--- src/rtl/pbu_pkg.sv ---
// Shared types, constants, the unorm8 product and the saturating add of the pixel blend unit.
package pbu_pkg;

  localparam int COORD_BITS = 16;   // coordinate bits taken from the low end of pos_x/pos_y
  localparam int BOUND_W    = 15;   // surface size register width
  localparam int CHAN_W     = 8;    // one colour channel
  localparam int CFG_IDX_W  = 2;
  localparam int CFG_DATA_W = 15;
  localparam int IN_DATA_W  = 96;
  localparam int OUT_DATA_W = 32;

  // channel order inside every colour vector
  localparam int CH_R = 0;
  localparam int CH_G = 1;
  localparam int CH_B = 2;
  localparam int CH_A = 3;

  typedef enum logic [1:0] {
    MODE_NORMAL  = 2'd0,
    MODE_INV_DST = 2'd1,
    MODE_ADD     = 2'd2,
    MODE_INV_SRC = 2'd3
  } blend_mode_t;

  typedef enum logic [CFG_IDX_W-1:0] {
    REG_BLEND_MODE     = 2'd0,
    REG_SURFACE_WIDTH  = 2'd1,
    REG_SURFACE_HEIGHT = 2'd2,
    REG_UNUSED         = 2'd3
  } cfg_reg_t;

  typedef struct packed {
    blend_mode_t        mode;
    logic [BOUND_W-1:0] width;
    logic [BOUND_W-1:0] height;
  } pbu_cfg_t;

  typedef struct packed {
    logic signed [15:0]       pos_x;
    logic signed [15:0]       pos_y;
    logic [3:0][CHAN_W-1:0]   src;
    logic [3:0][CHAN_W-1:0]   dst;
  } pbu_pix_t;

  typedef struct packed {
    logic                     write_enable;
    logic [3:0][CHAN_W-1:0]   col;
  } pbu_res_t;

  // a*b/255 rounded to nearest: t = a*b + 128, result = (t + t/256) / 256
  function automatic logic [CHAN_W-1:0] unorm_mul(input logic [CHAN_W-1:0] a,
                                                  input logic [CHAN_W-1:0] b);
    logic [15:0] p;
    logic [16:0] t;
    logic [16:0] q;
    p = 16'(a) * 16'(b);
    t = 17'(p) + 17'd128;
    q = t + (t >> 8);
    return q[15:8];
  endfunction

  function automatic logic [CHAN_W-1:0] sat_add(input logic [CHAN_W-1:0] a,
                                                input logic [CHAN_W-1:0] b);
    logic [CHAN_W:0] s;
    s = (CHAN_W+1)'(a) + (CHAN_W+1)'(b);
    return s[CHAN_W] ? {CHAN_W{1'b1}} : s[CHAN_W-1:0];
  endfunction

endpackage

--- src/rtl/pbu_blend.sv ---
// Clip test and per-channel blend arithmetic for one pixel.
module pbu_blend (
  input  pbu_pkg::pbu_cfg_t cfg,
  input  pbu_pkg::pbu_pix_t pix,
  output pbu_pkg::pbu_res_t res
);

  logic [pbu_pkg::COORD_BITS-1:0] cx;
  logic [pbu_pkg::COORD_BITS-1:0] cy;
  logic                           on_surface;
  logic [3:0][pbu_pkg::CHAN_W-1:0] mul_a;
  logic [3:0][pbu_pkg::CHAN_W-1:0] mul_b;
  logic [3:0][pbu_pkg::CHAN_W-1:0] addend;
  logic [3:0][pbu_pkg::CHAN_W-1:0] prod;
  logic [3:0][pbu_pkg::CHAN_W-1:0] col;

  // take the coordinate from the low bits; negative or not below the bound clips
  assign cx = pix.pos_x[pbu_pkg::COORD_BITS-1:0];
  assign cy = pix.pos_y[pbu_pkg::COORD_BITS-1:0];
  assign on_surface = !cx[pbu_pkg::COORD_BITS-1] && !cy[pbu_pkg::COORD_BITS-1] &&
                      (33'(cx) < 33'(cfg.width)) && (33'(cy) < 33'(cfg.height));

  // one multiplier per lane, operands steered by the mode
  always_comb begin
    for (int i = 0; i < 4; i++) begin
      mul_a[i]  = pix.dst[i];
      mul_b[i]  = ~pix.src[pbu_pkg::CH_A];
      addend[i] = pix.src[i];
      if (cfg.mode != pbu_pkg::MODE_NORMAL) begin
        if (i == pbu_pkg::CH_A) begin
          mul_a[i]  = pix.src[pbu_pkg::CH_A];
          mul_b[i]  = ~pix.dst[pbu_pkg::CH_A];
          addend[i] = pix.dst[pbu_pkg::CH_A];
        end else if (cfg.mode == pbu_pkg::MODE_INV_DST) begin
          mul_a[i]  = pix.src[i];
          mul_b[i]  = ~pix.dst[i];
          addend[i] = '0;
        end else begin
          mul_a[i]  = pix.dst[i];
          mul_b[i]  = ~pix.src[i];
          addend[i] = '0;
        end
      end
      prod[i] = pbu_pkg::unorm_mul(mul_a[i], mul_b[i]);
    end
  end

  always_comb begin
    for (int i = 0; i < 4; i++) begin
      if (cfg.mode == pbu_pkg::MODE_ADD && i != pbu_pkg::CH_A) begin
        col[i] = pbu_pkg::sat_add(pix.src[i], pix.dst[i]);
      end else begin
        col[i] = pbu_pkg::sat_add(prod[i], addend[i]);
      end
    end
  end

  always_comb begin
    res.write_enable = on_surface;
    res.col          = on_surface ? col : '0;
  end

endmodule

--- src/rtl/pixel_blend_unit_core.sv ---
// Top level of the pixel blend unit: handshakes, configuration and pipeline registers.
//
// Premultiplied-alpha raster-op blend stage. Each input item carries a pixel position,
// a premultiplied source colour and the destination pixel already read from the surface;
// each one gives exactly one result item with a write enable and the blended RGBA colour.
// Pixels with a negative coordinate or one not below the configured surface size give
// write enable 0 and a zero colour. The block takes one item per clock when the output
// side keeps up: an item is first captured in the input register, the blend (one 8x8
// multiplier per channel with rounding and saturation) runs between that register and
// the output register, and out_tvalid rises once the result is in the output register.
// Both registers hold under back-pressure and in_tready falls only once both are full
// and out_tready is low.
// Configuration is a plain write port and must only be written while no item is in
// flight; register index 3 is ignored.
module pixel_blend_unit_core (
  input  logic                              clk,
  input  logic                              rst_n,
  // configuration
  input  logic                              cfg_we,
  input  logic [pbu_pkg::CFG_IDX_W-1:0]     cfg_addr,
  input  logic [pbu_pkg::CFG_DATA_W-1:0]    cfg_wdata,
  // input stream
  input  logic                              in_tvalid,
  output logic                              in_tready,
  // pos_x[15:0], pos_y[31:16], src_r, src_g, src_b, src_a, dst_r, dst_g, dst_b, dst_a
  input  logic [pbu_pkg::IN_DATA_W-1:0]     in_tdata,
  // result stream
  output logic                              out_tvalid,
  input  logic                              out_tready,
  // out_r[7:0], out_g[15:8], out_b[23:16], out_a[31:24]
  output logic [pbu_pkg::OUT_DATA_W-1:0]    out_tdata,
  // write_enable[0]
  output logic                              out_tuser
);

  pbu_pkg::pbu_cfg_t cfg_r, cfg_nxt;

  logic              s1_valid_r, s1_valid_nxt;
  pbu_pkg::pbu_pix_t s1_pix_r, s1_pix_nxt;
  logic              s2_valid_r, s2_valid_nxt;
  pbu_pkg::pbu_res_t s2_res_r, s2_res_nxt;

  pbu_pkg::pbu_pix_t in_pix;
  pbu_pkg::pbu_res_t blend_res;
  logic              s1_ready;
  logic              s2_ready;

  // --- configuration: decode the index, drop writes beyond the list ---
  always_comb begin
    cfg_nxt = cfg_r;
    if (cfg_we) begin
      unique case (pbu_pkg::cfg_reg_t'(cfg_addr))
        pbu_pkg::REG_BLEND_MODE:
          cfg_nxt.mode = pbu_pkg::blend_mode_t'(cfg_wdata[1:0]);
        pbu_pkg::REG_SURFACE_WIDTH:
          cfg_nxt.width = cfg_wdata[pbu_pkg::BOUND_W-1:0];
        pbu_pkg::REG_SURFACE_HEIGHT:
          cfg_nxt.height = cfg_wdata[pbu_pkg::BOUND_W-1:0];
        default: cfg_nxt = cfg_r;
      endcase
    end
  end

  // --- unpack the input item ---
  always_comb begin
    in_pix.pos_x = in_tdata[15:0];
    in_pix.pos_y = in_tdata[31:16];
    for (int i = 0; i < 4; i++) begin
      in_pix.src[i] = in_tdata[32 + 8*i +: 8];
      in_pix.dst[i] = in_tdata[64 + 8*i +: 8];
    end
  end

  // --- pipeline control: each stage advances when the one after it has room ---
  assign s2_ready  = !s2_valid_r || out_tready;
  assign s1_ready  = !s1_valid_r || s2_ready;
  assign in_tready = s1_ready;

  always_comb begin
    s1_valid_nxt = s1_valid_r;
    s1_pix_nxt   = s1_pix_r;
    if (s1_ready) begin
      s1_valid_nxt = in_tvalid;
      s1_pix_nxt   = in_pix;
    end
  end

  pbu_blend u_blend (
    .cfg (cfg_r),
    .pix (s1_pix_r),
    .res (blend_res)
  );

  always_comb begin
    s2_valid_nxt = s2_valid_r;
    s2_res_nxt   = s2_res_r;
    if (s2_ready) begin
      s2_valid_nxt = s1_valid_r;
      s2_res_nxt   = blend_res;
    end
  end

  always_ff @(posedge clk) begin
    if (!rst_n) begin
      cfg_r.mode   <= pbu_pkg::MODE_NORMAL;
      cfg_r.width  <= '0;
      cfg_r.height <= '0;
      s1_valid_r   <= 1'b0;
      s2_valid_r   <= 1'b0;
    end else begin
      cfg_r      <= cfg_nxt;
      s1_valid_r <= s1_valid_nxt;
      s2_valid_r <= s2_valid_nxt;
    end
  end

  // payload registers: no reset needed
  always_ff @(posedge clk) begin
    s1_pix_r <= s1_pix_nxt;
    s2_res_r <= s2_res_nxt;
  end

  // --- pack the result item ---
  assign out_tvalid = s2_valid_r;
  assign out_tuser  = s2_res_r.write_enable;
  always_comb begin
    for (int i = 0; i < 4; i++) begin
      out_tdata[8*i +: 8] = s2_res_r.col[i];
    end
  end

  // --- checks ---
  // clipped pixels carry a zero colour
  a_clip_zero: assert property (@(posedge clk) disable iff (!rst_n)
    out_tvalid && !out_tuser |-> out_tdata == '0)
    else $error("clipped result with non-zero colour");

  // nothing leaves the block straight after reset
  a_reset_empty: assert property (@(posedge clk)
    !rst_n |=> !out_tvalid)
    else $error("result valid after reset");

  // a held item moves to the output when the output stage has room
  a_advance: assert property (@(posedge clk) disable iff (!rst_n)
    s1_valid_r && s2_ready |=> out_tvalid)
    else $error("item lost between stages");

  // an empty input register always takes a new item
  a_ready_empty: assert property (@(posedge clk) disable iff (!rst_n)
    !s1_valid_r |-> in_tready)
    else $error("input stalled with empty stage");

endmodule
--- config.mk ---
export PLATFORM = sky130hd
export DESIGN_NAME = pixel_blend_unit_core
export DESIGN_NICKNAME = d
export VERILOG_FILES = /design/src/rtl/pbu_pkg.sv /design/src/rtl/pbu_blend.sv /design/src/rtl/pixel_blend_unit_core.sv
export SDC_FILE = /design/constraint.sdc
export NUM_CORES = 1
export LEC_CHECK = 0
export BUFFER_PORTS_ARGS = -buffer_cell sky130_fd_sc_hd__buf_2
export CAP_MARGIN = 20
export CORE_MARGIN = 5
export CORE_UTILIZATION = 60
export CTS_BUF_LIST = sky130_fd_sc_hd__clkbuf_8
export CTS_CLUSTER_SIZE = 30
export DETAILED_ROUTE_END_ITERATION = 10
export GPL_TIMING_DRIVEN = 0
export HOLD_SLACK_MARGIN = 0.1
export PLACE_DENSITY = 0.78
export SYNTH_ARGS = -nofsm -noshare
export SYNTH_HDL_FRONTEND = slang
export SYNTH_HIERARCHICAL = 1
export SYNTH_SLANG_ARGS = --single-unit
--- constraint.sdc ---
create_clock -name clk -period 23 [get_ports clk]
set_input_delay 4.6 -clock clk [delete_from_list [all_inputs] [get_ports clk]]
set_output_delay 4.6 -clock clk [all_outputs]
set_load 0.02 [all_outputs]
### After elaboration in Yosys (flattened, before gate mapping)

Cells that the tools add are included.
Widths: inputs -> output; s select.

| cells by class | value |
|---|---|
| muxes and demuxes | 28 |
| multipliers | 4 |
| add/sub/neg operators | 15 |
| shift-type cells | 0 |
| equal/unequal tests | 4 |
| reductions and logical operators | 14 |
| div/mod/pow operators | 0 |
| $lt $le $gt $ge | 2 |
| bitwise operators | 8 |

Operator list:

| cell | number |
|---|---|
| $mux 8 | 28 |
| $add 16x8->17 const B | 4 |
| $add 16x9->16 | 4 |
| $mul 8x8->16 | 4 |
| $not 8->8 | 8 |
| $add 8x8->9 | 7 |
| $lt 16x15->1 | 2 |
| $reduce_and 2->1 | 3 |
| $eq 2x1->1 const B | 2 |
| $eq 2x2->1 const B | 2 |
| $logic_not 1->1 | 4 |
| $logic_and 1x1->1 | 3 |
| $logic_not 2->1 | 1 |
| $logic_or 1x1->1 | 2 |
| $reduce_bool 2->1 | 1 |

| storage, ports and cells | value |
|---|---|
| RAM bits | 0 |
| input bits | 118 |
| logic and storage cells | 95 |
| memories kept | 0 |
| bits in registers | 163 |
| output and inout bits | 35 |
| bits in latches | 0 |
| bits in read-only memories | 0 |

### Depth between registers and ports, before layout

Gate-level depths: netlist (run 1).

| depth | value |
|---|---|
| depth in word-level cells | 9 |
| gate-level depth with buffers | 43 |
| depth with buffers taken out | 40 |

### Cells and area by module

Netlist (run 1), hierarchy kept.

By module, submodules not included:

| module | cells an instance | area an instance (sq um) | instances |
|---|---|---|---|
| pbu_blend | 1,790 | 14,238.7 | 1 |
| pixel_blend_unit_core | 260 | 5,202.5 | 1 |

### Worst setup path after synthesis (run 1)

Ideal clock, no wire load.

| timing | value |
|---|---|
| path kind | input to output |
| start | in out_tready |
| end | out in_tready |
| setup slack | 11.648 ns |
| data arrival time | 6.752 ns |
| stages | 2 |
| buffers on the path | 0 |
| path through | and3b_1 -> inv_1 |

| between the ends | value |
|---|---|
| cells in the longest elaborated chain, start to end | 2 |

RTL lines:

| item | RTL line | RTL |
|---|---|---|
| start, declared | pixel_blend_unit_core.sv:29 | `input logic out_tready,` |
| $logic_or 1x1->1 | pixel_blend_unit_core.sv:75 | `assign s2_ready = !s2_valid_r \|\| out_tready;` |
| $logic_or 1x1->1 | pixel_blend_unit_core.sv:76 | `assign s1_ready = !s1_valid_r \|\| s2_ready;` |
| end, declared | pixel_blend_unit_core.sv:24 | `output logic in_tready,` |

Every way passes these cells.

### Worst setup path after layout (run 1)

| timing | value |
|---|---|
| start | reg cfg_r[30] (netlist name) |
| end | reg s2_res_r (netlist bit out_tdata[7]) (data pin) |

| between the ends | value |
|---|---|
| cells in the longest elaborated chain, start to end | 9 |

RTL lines:

| item | RTL line | RTL |
|---|---|---|
| start, declared | pixel_blend_unit_core.sv:36 | `pbu_pkg::pbu_cfg_t cfg_r, cfg_nxt;` |
| start signal, assigned | pixel_blend_unit_core.sv:111 | `cfg_r <= cfg_nxt;` |
| $eq 2x1->1 | pbu_blend.sv:34 | `end else if (cfg.mode == pbu_pkg::MODE_INV_DST) begin` |
| $mux 8 | pbu_blend.sv:34 |  |
| $mux 8 | pbu_blend.sv:29 | `if (cfg.mode != pbu_pkg::MODE_NORMAL) begin` |
| $mul 8x8->16 | pbu_pkg.sv:56 | `p = 16'(a) * 16'(b);` |
| $add 16x8->17 | pbu_pkg.sv:57 | `t = 17'(p) + 17'd128;` |
| $add 16x9->16 | pbu_pkg.sv:58 | `q = t + (t >> 8);` |
| $add 8x8->9 | pbu_pkg.sv:65 | `s = (CHAN_W+1)'(a) + (CHAN_W+1)'(b);` |
| $mux 8 | pbu_pkg.sv:66 | `return s[CHAN_W] ? {CHAN_W{1'b1}} : s[CHAN_W-1:0];` |
| $mux 8 * | pbu_blend.sv:50 | `if (cfg.mode == pbu_pkg::MODE_ADD && i != pbu_pkg::CH_A) begin` |
| end signal, assigned | pixel_blend_unit_core.sv:120 | `s2_res_r <= s2_res_nxt;` |
| end, declared | pixel_blend_unit_core.sv:41 | `pbu_pkg::pbu_res_t s2_res_r, s2_res_nxt;` |

Every way passes the cells marked *; elsewhere a longest branch is shown, timed or not.
A chain may end at the register's enable or synchronous reset.

==> out/results.tsv, run 1 <==
metric	value	unit
yosysTopAreaCell	sky130_fd_sc_hd__edfxtp_1	
synthCells	2050	
grtUsageTotal	26.9	%
drive_above_1_share	14.7	%
antenna_violations_before_repair	7	
yosys.cell_types.count	88	
maxSlewViolCount	0	
detail_route.iter0.violations	1023	
dr_total_vias	15500	
setup.worst_path.start	cfg_r[30]	
drtAntennaViolNets	0	
ff2ff_setup_slack	12360	ps
grt-ovfl-total	0	
tritoncts.num_buffers	17	
cts-resized-gates	0	
slowest_stage	sky130_fd_sc_hd__mux2i_1	
synth-seq-area-share	23.4	%
clkTransAtPathRegs	110	ps
whs_path_depth	2	
clk-insertion-delay-late	500	ps
wl_per_cell	18.1	µm
critPathLaunchType	register	
detail_route.vias_per_cell	5.77	
fp-row-count	66	
cts_sinks	163	
rsz0062_at_grt	false	
drc	0	
yosysWarnings	6	
finalInstanceArea	0.0213	mm²
layout_min_cycle_time	10640	ps
die_h	190	µm
clock_tree_from_tritoncts	done	
final_net_count	2777	
netlist_area	0.0194	mm²
ff2ff_path_depth	37	
timing.critical_path.mode_cell	sky130_fd_sc_hd__fa_1	
worst_slew_pin_slew	949	ps
max_freq	94.0	MHz
synth.top_cell.area_share	19.9	%
critPathArrivalTime	10900	ps
grt_first_pass_wirelength	77600	µm
finalSetupTns	0	ps
place_inst	2645	
synth_most_common_cell	sky130_fd_sc_hd__inv_1	
timing.setup.critical_path_class	register to register	
min_path_type	register to register	
worstHoldEndpoint	cfg_r[17]	
setup.worst_path.end_class	register	
holdBufCountCts	0	
io_buffer_count	151	
hpwl_detailed	39500	µm
synthFlopType	sky130_fd_sc_hd__edfxtp_1	
postCtsSetupBuffers	0	
finalWirelength	48600	µm
crit_required	23260	ps
postLayoutCoreUtil	65.9	%
grt_pass1_vias	15500	
die_w	190	µm
synth_area_leaders	sky130_fd_sc_hd__edfxtp_1 (20%), sky130_fd_sc_hd__ha_1 (18%), sky130_fd_sc_hd__fa_1 (16%)	
cap_violations	0	
synth_edf_count	129	
hold_violation_total_from_the_final_report	0	
placed_area	0.0208	mm²
area.growth.synth_to_final	9.39	%
cts_max_path_buffers	2	
relSlewSlack	34.9	%
rr_startpoint	cfg_r[30]	
finalSetupViolations	0	
cp_max_fo	10	
die_area	0.0361	mm²
grt_max_degree	52	
io-pin-count	153	
crit-reg2reg-capture	out_tdata[7]	
mean_instance_size_in_the_synthesized_netlist	9.48	µm²
drt_first_pass_iters	5	
fin_clk_skew	26.3	ps
outcome	complete, no violations	
yosys_register_bits	163	
floorplan.initialDensity	60.2	%
gp_congestion	0.918	
htree_levels	4	
final_min_period_over_clock_period	46.3	%
hp-start	cfg_r[17]	
async_flop_share	0	%
cts_root_buffer	sky130_fd_sc_hd__clkbuf_8	
finish.cell_count_without_fillers	2684	
syn_nets	2605	
placeableCoreArea	0.0323	mm²
max_incr_delay_on_cp	700	ps
synth.top_cells.by_count	sky130_fd_sc_hd__inv_1 (310), sky130_fd_sc_hd__ha_1 (282), sky130_fd_sc_hd__nor2_1 (236)	
-- worst max-delay path by stage --
| stage | endpoint | slack, ps | cells after the start |
|---|---|---|---|
| after floorplan | in_tready | 11650 | 2 |
| after global placement | in_tready | 10320 | 4 |
| after detailed placement | out_tdata[7] | 12580 | 37 |
| after CTS | out_tdata[7] | 12520 | 37 |
| after global routing | out_tdata[7] | 11730 | 37 |
| final | out_tdata[7] | 12360 | 37 |
-- per-layer routing --
metal / track usage [%] / vias to the layer above / wire length, µm / part of all wire [%]
li1: - / 7300 / - / -
met1: 34.2 / 7432 / 20200 / 42
met2: 44.8 / 625 / 22900 / 47
met3: 5.60 / 121 / 3490 / 7.2
met4: 11.0 / 0 / 1960 / 4.0
met5: 0 / - / 0 / 0
-- area by class of cell --
| cell class | instances | area [µm²] |
|---|---|---|
| fill | 2569 | 11000 |
| sequential | 163 | 4550 |
| buffer | 34 | 195 |
| tap | 442 | 553 |
| multi-input combinational | 1543 | 13500 |
| antenna | 7 | 17.5 |
| clock inverter | 15 | 208 |
| inverter | 310 | 1170 |
| clock buffer | 17 | 234 |
| timing repair buffer | 153 | 811 |
-- kinds of logic after synthesis --
group                    synth area share (%)
adder cells (fa/ha/maj)                  34.2
buffers and inverters                    6.99
AND/OR/NAND/NOR                          14.2
flip-flops                               23.4
AO/OA/AOI/OAI                            12.6
multiplexers                             3.73
XOR/XNOR                                 4.94
-- sequential cells by signal (all words and copies together) (netlist names) --
signal / cells
s1_pix_r: 96
cfg_r: 32
out_tdata: 32
out_tuser: 1
out_tvalid: 1
s1_valid_r: 1
-- placed cells by master (no fill, tap or decap), types with 32 or more instances in the layout --
master / Yosys / routed
sky130_fd_sc_hd__a21o_1: 40 / 40
sky130_fd_sc_hd__a21oi_1: 92 / 92
sky130_fd_sc_hd__buf_2: 6 / 157
sky130_fd_sc_hd__dfxtp_1: 34 / 34
sky130_fd_sc_hd__edfxtp_1: 129 / 129
sky130_fd_sc_hd__fa_1: 155 / 155
sky130_fd_sc_hd__ha_1: 282 / 282
sky130_fd_sc_hd__inv_1: 310 / 309
sky130_fd_sc_hd__mux2i_1: 62 / 62
sky130_fd_sc_hd__nand2_1: 123 / 123
sky130_fd_sc_hd__nor2_1: 236 / 236
sky130_fd_sc_hd__o21ai_0: 53 / 53
sky130_fd_sc_hd__o21ai_1: 32 / 32
sky130_fd_sc_hd__or2_2: 77 / 77
sky130_fd_sc_hd__xnor2_1: 72 / 72
sky130_fd_sc_hd__xor2_1: 33 / 33
-- through the flow --
stage / hold slack (ps) / setup WS (ps)
after CTS: 467 / 12520
after global routing: 483 / 11730
after global placement: 441 / 10320
after floorplan: 433 / 11650
final: 465 / 12360
after detailed placement: 452 / 12580
-- critical path, delay by kind of cell (launching register included) --
kind | cells | cell delay [ps]
AOI/OAI and AO/OA | 12 | 2560
buffers and inverters | 6 | 1630
and+or+nand+nor | 8 | 1070
xor gates and xnor gates | 2 | 580
DFF | 1 | 510
adders and majority gates | 8 | 3330
muxes | 1 | 700
Power of run 1 is left out: the tool's default activity adds up to more than one toggle a clock period on the data nets, which glitch-free logic cannot reach.
==> run 2, diff against run 1 <==
--- a/config.mk
+++ b/config.mk
@@ -8,13 +8,13 @@
 export BUFFER_PORTS_ARGS = -buffer_cell sky130_fd_sc_hd__buf_2
 export CAP_MARGIN = 20
 export CORE_MARGIN = 5
-export CORE_UTILIZATION = 60
+export CORE_UTILIZATION = 58
 export CTS_BUF_LIST = sky130_fd_sc_hd__clkbuf_8
 export CTS_CLUSTER_SIZE = 30
 export DETAILED_ROUTE_END_ITERATION = 10
 export GPL_TIMING_DRIVEN = 0
 export HOLD_SLACK_MARGIN = 0.1
-export PLACE_DENSITY = 0.78
+export PLACE_DENSITY = 0.79
 export SYNTH_ARGS = -nofsm -noshare
 export SYNTH_HDL_FRONTEND = slang
 export SYNTH_HIERARCHICAL = 1
==> constraint.sdc (replaced) <==
create_clock -name clk -period 9.6 [get_ports clk]
set_input_delay 1.92 -clock clk [delete_from_list [all_inputs] [get_ports clk]]
set_output_delay 1.92 -clock clk [all_outputs]
set_load 0.02 [all_outputs]
==> out/results.tsv, run 2 (synthesis results as in run 1) <==
metric	value	unit
io-pin-count	153	
hold_violation_total_from_the_final_report	0	
die_area	0.0373	mm²
hpwl_detailed	38600	µm
n_antenna_cell	0	
fin_clk_skew	33.8	ps
postLayoutCoreUtil	65.2	%
floorplan.initialDensity	58.4	%
max_freq	109	MHz
slowest_stage	sky130_fd_sc_hd__o21ai_1	
critPathArrivalTime	9500	ps
count_of_fill_cells_added_during_filler_insertion	2653	
area.growth.synth_to_final	11.7	%
fp-row-count	67	
die_h	193	µm
grt_first_pass_wirelength	78200	µm
pre_cts_ws	-895	ps
cts_root_buffer	sky130_fd_sc_hd__clkbuf_8	
setup_slack	453	ps
grt_max_degree	59	
setup.worst_path.end_class	register	
place_inst	2651	
highest_metal_layer_with_signal_wires	met4	
detail_route.wirelength.met1	19400	µm
die_w	193	µm
critPathLaunchType	register	
max_incr_delay_on_cp	590	ps
final_min_period_over_clock_period	95.3	%
reg_with_most_ffs	s1_pix_r	
detail_route.vias_per_cell	5.74	
drt_first_pass_iters	6	
placeableCoreArea	0.0333	mm²
cp_max_fo	8	
final_net_count	2780	
tritoncts.num_buffers	17	
detail_route.iter0.violations	966	
mostFrequentLayoutCells	sky130_fd_sc_hd__inv_1 (311), sky130_fd_sc_hd__ha_1 (281), sky130_fd_sc_hd__nor2_1 (235)	
final.hold.worst_slack	464	ps
wl_per_cell	17.9	µm
largest_register_ff_count	96	
finalWirelength	48100	µm
holdBufCountCts	0	
clock_tree_from_tritoncts	done	
drtAntennaViolNets	0	
timing.critical_path.mode_cell	sky130_fd_sc_hd__fa_1	
maxSlewViolCount	0	
commonest_non_fill_non_tap_cell_in_the_layout	sky130_fd_sc_hd__inv_1	
grt_pass1_vias	16300	
setup.worst_path.start	s1_pix_r[60]	
crit_required	9950	ps
clk-insertion-delay-late	500	ps
timing.setup.critical_path_class	register to register	
rr_startpoint	s1_pix_r[60]	
relSlewSlack	45.6	%
cts_max_path_buffers	2	
min_path_type	register to register	
worst_slew_pin_slew	794	ps
multi_input_comb_area	0.0139	mm²
drive_above_1_share	18.0	%
grtUsageTotal	26.3	%
htree_levels	4	
gp_congestion	0.910	
cts_sinks	163	
met3_wirelength	3610	µm
grt-ovfl-total	0	
dr_total_vias	15400	
finalSetupViolations	0	
cap_violations	0	
clkTransAtPathRegs	100	ps
hp-start	cfg_r[5]	
drc	0	
area.sequential	0.00456	mm²
outcome	complete, no violations	
io_buffer_count	151	
layout_min_cycle_time	9150	ps
antenna_violations_before_repair	0	
finish.cell_count_without_fillers	2686	
detailroute.wirelength.met2	23500	µm
-- run 2: cell types whose count changed in the layout (fill, tap and decap cells not counted), sizes merged --
cell / before / now
buf: 169 / 174
bufinv: 1 / 3
clkbuf: 35 / 33
clkinv: 8 / 0
diode: 7 / 0
inv: 316 / 322
-- run 2: per-layer routing --
layer	global-route usage [%]	vias up
met3	4.99	98
met4	10.8	0
li1	-	7302
met2	44.9	602
met5	0	-
met1	33.0	7409
-- run 2: what timing repair did --
action	CTS	global route
setup endpoints to repair	27	32
resized for setup	45	72
buffers inserted	0	5
pin swaps	0	5
-- run 2: layout make-up --
class	count	share of cell area, %
multi-input combinational	1543	64.1
buffer	32	1.07
clock buffer	17	1.08
timing repair buffer	158	3.91
sequential	163	21.0
clock inverter	15	0.888
tap	448	2.58
inverter	310	5.37
-- run 2: worst max-delay path: cells and delay by family (launching register included) --
kind	cells	cell delay [ps]
adder cells (fa/ha/maj)	7	3040
buffers and inverters	4	250
XOR/XNOR	2	400
AND/OR/NAND/NOR	7	1210
AO/OA/AOI/OAI	15	3600
flip-flops	1	470
-- run 2: final timing paths --
kind / endpoint / slack (ps) / depth (start not counted)
worst max-delay path: out_tdata[21] / 450 / 35
worst min register to register: cfg_r[5] / 460 / 2
worst max register to register: out_tdata[21] / 450 / 35
worst min-delay path: cfg_r[5] / 460 / 2
-- run 2: stage by stage --
stage | instance area (µm²) | TNS [ps]
6_report | 21700 | 0
5_1_grt | 21700 | -3.66
4_1_cts | 21400 | 0
3_5_place_dp | 20800 | -17460
3_3_place_gp | 20800 | -12240
2_1_floorplan | 19400 | 0
Power of run 2 is left out for the same reason.
